**src/hw/rtl/assert_macros.svh**
```systemverilog
// Assertion macros shared by the particulate sensor frame parser RTL.
// Standalone header; modules that assert include it by bare file name.
`ifndef ASSERT_MACROS_SVH
`define ASSERT_MACROS_SVH

`ifndef NO_ASSERTIONS

// Clocked property, ignored while reset is held
`define ASSERT_CLK(label, clk, rst_n, prop, msg) \
    label: assert property (@(posedge clk) disable iff (!rst_n) prop) else $error(msg);

// Clocked property, checked on every edge
`define ASSERT_ALWAYS(label, clk, prop, msg) \
    label: assert property (@(posedge clk) prop) else $error(msg);

`else

`define ASSERT_CLK(label, clk, rst_n, prop, msg)
`define ASSERT_ALWAYS(label, clk, prop, msg)

`endif

`endif

```
**src/hw/rtl/pmfp_pkg.sv**
```systemverilog
// Package for the particulate sensor frame parser: frame constants,
// byte position codes and the frame hand-off type. No dependencies.
`timescale 1ns / 1ps
`default_nettype none

package pmfp_pkg;

    localparam int BYTE_W       = 8;
    localparam int RAW_W        = 16;
    localparam int PM_W         = 13;
    localparam int POS_W        = 4;

    localparam int FRAME_LENGTH = 10;

    localparam logic [BYTE_W-1:0] HDR_FIRST  = 8'hAA;
    localparam logic [BYTE_W-1:0] HDR_SECOND = 8'hC0;

    // Byte position codes within a frame
    localparam logic [POS_W-1:0] POS_HUNT  = POS_W'(0);
    localparam logic [POS_W-1:0] POS_HDR2  = POS_W'(1);
    localparam logic [POS_W-1:0] POS_P25_L = POS_W'(2);
    localparam logic [POS_W-1:0] POS_P25_H = POS_W'(3);
    localparam logic [POS_W-1:0] POS_P10_L = POS_W'(4);
    localparam logic [POS_W-1:0] POS_P10_H = POS_W'(5);
    localparam logic [POS_W-1:0] POS_PAY_E = POS_W'(7);
    localparam logic [POS_W-1:0] POS_CSUM  = POS_W'(FRAME_LENGTH - 2);
    localparam logic [POS_W-1:0] POS_TAIL  = POS_W'(FRAME_LENGTH - 1);

    // Divide by ten as multiply by ceil(2^19 / 10) then shift right by 19;
    // exact for every 16-bit dividend
    localparam int DIV10_SHIFT = 19;
    localparam int PROD_W      = RAW_W + RAW_W;
    localparam logic [RAW_W-1:0] DIV10_RECIP = RAW_W'(52429);

    // Completed frame handed from parser to output stage
    typedef struct packed {
        logic [RAW_W-1:0] pm25_raw;
        logic [RAW_W-1:0] pm10_raw;
    } t_frame;

endpackage

`default_nettype wire

```
**src/hw/rtl/pmfp_parse.sv**
```systemverilog
// Byte-wise frame parser: header hunt, payload capture and checksum check.
// Depends on pmfp_pkg and assert_macros.svh.
`timescale 1ns / 1ps
`default_nettype none
`include "assert_macros.svh"

module pmfp_parse
    import pmfp_pkg::*;
(
    input  wire logic              i_clk,
    input  wire logic              i_rst_n,
    input  wire logic              i_rx_valid,
    input  wire logic [BYTE_W-1:0] i_rx_byte,
    output logic                   o_rx_ready,
    output logic                   o_frm_valid,
    output t_frame                 o_frm,
    input  wire logic              i_frm_ready
);

    logic [POS_W-1:0]  r_pos,       n_pos;
    logic [BYTE_W-1:0] r_sum,       n_sum;
    logic [RAW_W-1:0]  r_pm25_raw,  n_pm25_raw;
    logic [RAW_W-1:0]  r_pm10_raw,  n_pm10_raw;
    logic              r_sum_ok,    n_sum_ok;
    logic              r_frm_valid, n_frm_valid;
    logic              w_take;
    logic              w_emit;

    // Stall input only while a finished frame cannot drain
    assign o_rx_ready = !r_frm_valid || i_frm_ready;
    assign w_take     = i_rx_valid && o_rx_ready;
    assign w_emit     = w_take && (r_pos == POS_TAIL) && r_sum_ok;

    // Advance the frame position for each accepted beat
    always_comb begin
        n_pos      = r_pos;
        n_sum      = r_sum;
        n_pm25_raw = r_pm25_raw;
        n_pm10_raw = r_pm10_raw;
        n_sum_ok   = r_sum_ok;
        if (w_take) begin
            if (r_pos == POS_HUNT || r_pos > POS_TAIL) begin
                n_pos = (i_rx_byte == HDR_FIRST) ? POS_HDR2 : POS_HUNT;
            end else if (r_pos == POS_HDR2) begin
                if (i_rx_byte == HDR_SECOND) begin
                    n_pos    = POS_P25_L;
                    n_sum    = '0;
                    n_sum_ok = 1'b0;
                end else if (i_rx_byte == HDR_FIRST) begin
                    n_pos = POS_HDR2;
                end else begin
                    n_pos = POS_HUNT;
                end
            end else if (r_pos <= POS_PAY_E) begin
                n_sum = r_sum + i_rx_byte;
                case (r_pos)
                    POS_P25_L: n_pm25_raw = {r_pm25_raw[RAW_W-1:BYTE_W], i_rx_byte};
                    POS_P25_H: n_pm25_raw = {i_rx_byte, r_pm25_raw[BYTE_W-1:0]};
                    POS_P10_L: n_pm10_raw = {r_pm10_raw[RAW_W-1:BYTE_W], i_rx_byte};
                    POS_P10_H: n_pm10_raw = {i_rx_byte, r_pm10_raw[BYTE_W-1:0]};
                    default:   ;
                endcase
                n_pos = r_pos + POS_W'(1);
            end else if (r_pos == POS_CSUM) begin
                n_sum_ok = (i_rx_byte == r_sum);
                n_pos    = r_pos + POS_W'(1);
            end else begin
                // tail byte: value not checked
                n_pos = POS_HUNT;
            end
        end
    end

    // Hold a finished frame until the output stage takes it
    always_comb begin
        n_frm_valid = r_frm_valid;
        if (w_emit) begin
            n_frm_valid = 1'b1;
        end else if (i_frm_ready) begin
            n_frm_valid = 1'b0;
        end
    end

    always_ff @(posedge i_clk) begin
        if (!i_rst_n) begin
            r_pos       <= POS_HUNT;
            r_sum       <= '0;
            r_pm25_raw  <= '0;
            r_pm10_raw  <= '0;
            r_sum_ok    <= 1'b0;
            r_frm_valid <= 1'b0;
        end else begin
            r_pos       <= n_pos;
            r_sum       <= n_sum;
            r_pm25_raw  <= n_pm25_raw;
            r_pm10_raw  <= n_pm10_raw;
            r_sum_ok    <= n_sum_ok;
            r_frm_valid <= n_frm_valid;
        end
    end

    // Raw values stay put while a frame waits: new payload needs accepted beats
    assign o_frm_valid = r_frm_valid;
    assign o_frm       = '{pm25_raw: r_pm25_raw, pm10_raw: r_pm10_raw};

    `ASSERT_CLK(a_pos_range, i_clk, i_rst_n, r_pos <= POS_TAIL, "frame position out of range")
    `ASSERT_CLK(a_emit_on_tail, i_clk, i_rst_n,
        (r_frm_valid && !$past(r_frm_valid)) |-> $past(w_emit),
        "frame emitted without a matched tail beat")

endmodule

`default_nettype wire

```
**src/hw/rtl/pmfp_out.sv**
```systemverilog
// Output stage: divides both raw readings by ten and holds the result beat.
// Depends on pmfp_pkg and assert_macros.svh.
`timescale 1ns / 1ps
`default_nettype none
`include "assert_macros.svh"

module pmfp_out
    import pmfp_pkg::*;
(
    input  wire logic            i_clk,
    input  wire logic            i_rst_n,
    input  wire logic            i_frm_valid,
    input  wire t_frame          i_frm,
    output logic                 o_frm_ready,
    output logic                 o_pm_valid,
    output logic [PM_W-1:0]      o_pm25_value,
    output logic [PM_W-1:0]      o_pm10_value,
    input  wire logic            i_pm_ready
);

    logic              r_valid;
    logic [PM_W-1:0]   r_pm25;
    logic [PM_W-1:0]   r_pm10;
    logic              w_load;
    logic [PROD_W-1:0] w_prod25;
    logic [PROD_W-1:0] w_prod10;

    assign o_frm_ready = !r_valid || i_pm_ready;
    assign w_load      = i_frm_valid && o_frm_ready;

    // Divide by ten through the reciprocal multiply
    assign w_prod25 = PROD_W'(i_frm.pm25_raw) * PROD_W'(DIV10_RECIP);
    assign w_prod10 = PROD_W'(i_frm.pm10_raw) * PROD_W'(DIV10_RECIP);

    // Result valid flag
    always_ff @(posedge i_clk) begin
        if (!i_rst_n) begin
            r_valid <= 1'b0;
        end else if (w_load) begin
            r_valid <= 1'b1;
        end else if (i_pm_ready) begin
            r_valid <= 1'b0;
        end
    end

    // Result payload
    always_ff @(posedge i_clk) begin
        if (w_load) begin
            r_pm25 <= w_prod25[DIV10_SHIFT +: PM_W];
            r_pm10 <= w_prod10[DIV10_SHIFT +: PM_W];
        end
    end

    assign o_pm_valid   = r_valid;
    assign o_pm25_value = r_pm25;
    assign o_pm10_value = r_pm10;

    `ASSERT_CLK(a_load_shows, i_clk, i_rst_n, w_load |=> o_pm_valid, "loaded frame not presented")
    `ASSERT_CLK(a_quot_range, i_clk, i_rst_n,
        o_pm_valid |-> (o_pm25_value <= PM_W'(6553) && o_pm10_value <= PM_W'(6553)),
        "quotient above sixteen-bit range over ten")

endmodule

`default_nettype wire

```
**src/hw/rtl/pm_sensor_frame_parser_core.sv**
```systemverilog
// Top level of the particulate sensor frame parser.
// Depends on pmfp_pkg, pmfp_parse and pmfp_out.
`timescale 1ns / 1ps
`default_nettype none

// Takes one received byte per beat, hunts for the header 0xAA 0xC0 and
// collects the rest of the ten-byte frame. When the tail byte arrives and
// the sum of payload bytes 2 to 7 (modulo 256) equals byte 8, one result
// beat carries PM2.5 and PM10, each the little-endian 16-bit raw reading
// divided by ten. A byte is accepted every cycle while input is not
// stalled; a result passes the parser register, then the divide-by-ten
// multiply into the output register. Both the parser and the output
// stage hold a frame, so input stalls only when both are full and the
// result side is not taking.
module pm_sensor_frame_parser_core
    import pmfp_pkg::*;
(
    input  wire logic              i_clk,
    input  wire logic              i_rst_n,
    input  wire logic              i_rx_valid,
    input  wire logic [BYTE_W-1:0] i_rx_byte,
    output logic                   o_rx_ready,
    output logic                   o_pm_valid,
    output logic [PM_W-1:0]        o_pm25_value,
    output logic [PM_W-1:0]        o_pm10_value,
    input  wire logic              i_pm_ready
);

    logic   w_frm_valid;
    logic   w_frm_ready;
    t_frame w_frm;

    // Header hunt and frame capture
    pmfp_parse u_parse (
        .i_clk       (i_clk),
        .i_rst_n     (i_rst_n),
        .i_rx_valid  (i_rx_valid),
        .i_rx_byte   (i_rx_byte),
        .o_rx_ready  (o_rx_ready),
        .o_frm_valid (w_frm_valid),
        .o_frm       (w_frm),
        .i_frm_ready (w_frm_ready)
    );

    // Scale and present the result beat
    pmfp_out u_out (
        .i_clk        (i_clk),
        .i_rst_n      (i_rst_n),
        .i_frm_valid  (w_frm_valid),
        .i_frm        (w_frm),
        .o_frm_ready  (w_frm_ready),
        .o_pm_valid   (o_pm_valid),
        .o_pm25_value (o_pm25_value),
        .o_pm10_value (o_pm10_value),
        .i_pm_ready   (i_pm_ready)
    );

endmodule

`default_nettype wire

```
**config.mk**
```make
export PLATFORM = sky130hd
export DESIGN_NAME = pm_sensor_frame_parser_core
export DESIGN_NICKNAME = d
export VERILOG_FILES = /design/src/hw/rtl/pmfp_pkg.sv /design/src/hw/rtl/pmfp_parse.sv /design/src/hw/rtl/pmfp_out.sv /design/src/hw/rtl/pm_sensor_frame_parser_core.sv
export VERILOG_INCLUDE_DIRS = /design/src /design/src/hw/rtl
export SDC_FILE = /design/constraint.sdc
export NUM_CORES = 1
export LEC_CHECK = 0
export ABC_AREA = 0
export ABC_CLOCK_PERIOD_IN_PS = 6740
export BUFFER_PORTS_ARGS = -buffer_cell sky130_fd_sc_hd__buf_4
export CAP_MARGIN = 20
export CORE_MARGIN = 2
export CORE_UTILIZATION = 50
export DETAILED_ROUTE_END_ITERATION = 10
export HOLD_SLACK_MARGIN = 0.03
export PLACE_DENSITY = 0.66
export SLEW_MARGIN = 20
export SYNTH_ARGS = -nofsm -noshare
export SYNTH_HDL_FRONTEND = slang
export SYNTH_SLANG_ARGS = --single-unit
```
**constraint.sdc**
```tcl
create_clock -name i_clk -period 6.74 [get_ports i_clk]
set_input_delay 1.348 -clock i_clk [delete_from_list [all_inputs] [get_ports i_clk]]
set_output_delay 1.348 -clock i_clk [all_outputs]
set_load 0.03 [all_outputs]
```
==> reports/results.txt <==
vias in the first global route: 8642
Slew Limit Headroom: 37.4%
CTS H-tree depth: 3
most frequent cells in the layout: inv_1, ha_1, fa_1
global-route wire length before repair: 44100 µm
Mean Syn Cell Area: 9.91 µm²
GRT met1 Usage: 29.8%
share of cells above drive strength 1: 6.15%
Initial Utilization: 50.5%
Clock Skew: 0.00969 ns
RSZ-0062 raised after global routing: no
number of synthesized flops with an enable pin: 26
r2r setup slk: 1.04 ns
# port buffers: 39
CTS buffer count: 9
CP Launch Type: register
Syn Nets: 1674
routed vias: 8497
Worst-path clk slew: 0.06 ns
async set or reset register ratio after synthesis: 0%
Detail Route Antenna Nets: 0
setup bufs post-CTS: 0
Synth Instances: 1230
CTS Hold Bufs: 0
Max Clk Rate: 176 MHz
largest net degree at the start of global routing: 48
Worst VDD drop: 0.000111 V
hold crit path type: reg -> reg
initial antenna violation count: 0
DRC violations left: 0
commonest non-fill, non-tap cell in the layout: inv_1
met3 Resource Use GR: 2.21%
total iterations of the first detailed-routing run: 5
area grow syn2layout: 7.65%
setup TNS: 0 ns
row count: 57
Register Area: 0.00172 mm²
Final WS setup: 1.04 ns
post-CTS sizing: 0
DR WL/cell: 16.5 µm
reg-to-reg endpoint: u_out.o_pm25_value[6]
largest fanout on the critical path: 7
R2R depth: 18
yosys warns: 0
clk root buf: clkbuf_16
period utilization: 84.5%
DRT iter0 DRCs: 355
final wirelength: 26300 µm
crit end category: register
Core Region: 0.0241 mm²
ys flop type: dfxtp_1
FF+latch count, synth: 73
CP startpoint: u_parse.r_pm25_raw[1]
Synth cell types: 71
CTS tree: built
Crit Path Class: reg -> reg
critical path capture point: u_out.o_pm25_value[6]
via-per-instance ratio: 5.33
Mapped Area: 0.0122 mm²
Die Area: 0.0256 mm²
maxcap violations: 0
Total GRT Usage: 21.5%
Clock Latency Late Sink: 0.34 ns
Fin. Hold Viols: 0
ant diodes: 0
grt total ovfl: 0
Routability Congestion: 0.887
Multi-input gate area: 0.00933 mm²
placed wire-length estimate: 22600 µm
Filler cells: 2217
Max Root-Sink Buffers: 2
Leakage: 7.29 nW
Period minus WS final: 5.70 ns
most used routing layer in global routing: met2
IO Count: 40
fin nets: 1709
CP required: 6.91 ns
critical path arrival: 5.87 ns
Finish-stage setup viols: 0
status: complete, no violations
Final Total Pwr: 1.02 mW
Die Wd: 160 µm
M2 GR Usage: 35.6%
Die Height: 160 µm
pwr/cell area: 77.6 mW/mm²
Clock Sinks: 73
Slew @ Worst Pin: 0.933 ns
post-synthesis sequential area ratio: 14.1%
pre-CTS setup slack: 1.15 ns
worst r2r src: u_parse.r_pm25_raw[1]
Final Max Tran Viols: 0
-- worst min-delay path by stage --
stage | start | to | slack (ns) | cells past startpoint
2_1_floorplan | u_parse.r_sum[6] | u_parse.r_sum[6] | 0.44 | 2
3_3_place_gp | u_parse.r_sum[6] | u_parse.r_sum[6] | 0.46 | 2
3_5_place_dp | u_parse.r_sum[6] | u_parse.r_sum[6] | 0.48 | 2
4_1_cts | u_parse.r_sum[6] | u_parse.r_sum[6] | 0.48 | 2
5_1_grt | u_parse.r_sum[6] | u_parse.r_sum[6] | 0.51 | 2
6_report | u_parse.r_sum[6] | u_parse.r_sum[6] | 0.48 | 2
-- worst max-delay path: stages (launching register included) --
cell and delay (ns):
dfxtp_1 0.48, ha_1 0.34, xor2_1 0.19, ha_1 0.21, a21o_1 0.17, fa_1 0.55, fa_1 0.44, fa_1 0.49
inv_1 0.05, fa_1 0.48, inv_1 0.04, ha_1 0.32, a21oi_1 0.20, o211ai_1 0.12, a221oi_1 0.64, nand2_2 0.17
a21oi_1 0.29, nor4b_2 0.09, nor4_2 0.24
-- sequential cells by signal, summed over array words and instances, names as in the netlist --
name / count
u_parse.r_pm10_raw: 16
u_out.o_pm_valid: 1
u_parse.r_pm25_raw: 16
u_parse.r_sum: 8
u_parse.o_frm_valid: 1
u_out.o_pm10_value: 13
u_out.o_pm25_value: 13
u_parse.r_pos: 4
u_parse.r_sum_ok: 1
-- layout make-up --
class	instances	share of cell area, %
repair buffers	41	2.35
clock buffers	10	1.91
inverters	284	8.13
flip-flops and latches	73	13.1
well taps	324	3.09
clock inverters	5	0.277
multi-input cells	856	71.1
-- layer usage --
| metal | up-vias | wire length [µm] |
|---|---|---|
| li1 | 4118 | - |
| met5 | - | 0 |
| met3 | 40 | 737 |
| met2 | 139 | 12700 |
| met4 | 0 | 697 |
| met1 | 4200 | 12200 |
-- synth_stat cells, types with 5 or more instances --
| master | n | area [µm²] |
|---|---|---|
| o21ai_0 | 31 | 155 |
| o211ai_1 | 9 | 67.6 |
| nor2b_1 | 30 | 188 |
| nor2_1 | 27 | 101 |
| nand2b_1 | 5 | 31.3 |
| nand4_1 | 7 | 43.8 |
| dfxtp_1 | 47 | 941 |
| inv_1 | 283 | 1060 |
| o21a_1 | 6 | 45.0 |
| a22oi_1 | 6 | 45.0 |
| clkbuf_1 | 12 | 45.0 |
| a211oi_1 | 6 | 45.0 |
| nand2_1 | 55 | 206 |
| a21boi_0 | 17 | 128 |
| edfxtp_1 | 26 | 781 |
| a31oi_1 | 6 | 37.5 |
| and2_1 | 7 | 43.8 |
| xnor2_1 | 25 | 219 |
| a21boi_1 | 6 | 45.0 |
| nand3_1 | 22 | 110 |
| and3_1 | 6 | 37.5 |
| buf_2 | 5 | 25.0 |
| a21o_1 | 10 | 75.1 |
| fa_1 | 159 | 3180 |
| nor3_1 | 10 | 50.1 |
| a21oi_1 | 40 | 200 |
| xor2_1 | 20 | 175 |
| ha_1 | 273 | 3420 |
| mux2i_1 | 15 | 150 |
-- where the power goes --
part / switching (mW) / leakage (nW) / total [mW] / internal (mW)
sequential: 0.00433 / 0.611 / 0.461 / 0.457
combinational: 0.0482 / 6.53 / 0.0826 / 0.0343
clock: 0.202 / 0.144 / 0.473 / 0.272
total: 0.254 / 7.29 / 1.02 / 0.763
-- cell families (layout without fill, tap and decap cells) --
family / Yosys count / after routing / share of synthesized area (%)
flip-flops: 73 / 73 / 14.1
multiplexers: 15 / 15 / 1.23
buffers and inverters: 301 / 340 / 9.32
adder cells (fa/ha/maj): 432 / 432 / 54.2
AO/OA/AOI/OAI: 172 / 172 / 9.52
XOR/XNOR: 45 / 45 / 3.23
AND/OR/NAND/NOR: 192 / 192 / 8.40
-- stage by stage --
stage | utilization (%) | hold WS [ns] | std cells | cell area (µm²)
6_report | 54.4 | 0.479 | 1593 | 13100
5_1_grt | 54.4 | 0.513 | 1593 | 13100
4_1_cts | 54.4 | 0.484 | 1593 | 13100
3_5_place_dp | 53.2 | 0.479 | 1578 | 12800
3_3_place_gp | 53.2 | 0.461 | 1578 | 12800
2_1_floorplan | - | 0.445 | 1230 | 12200
No activity file was read; power rests on OpenSTA's default activity.
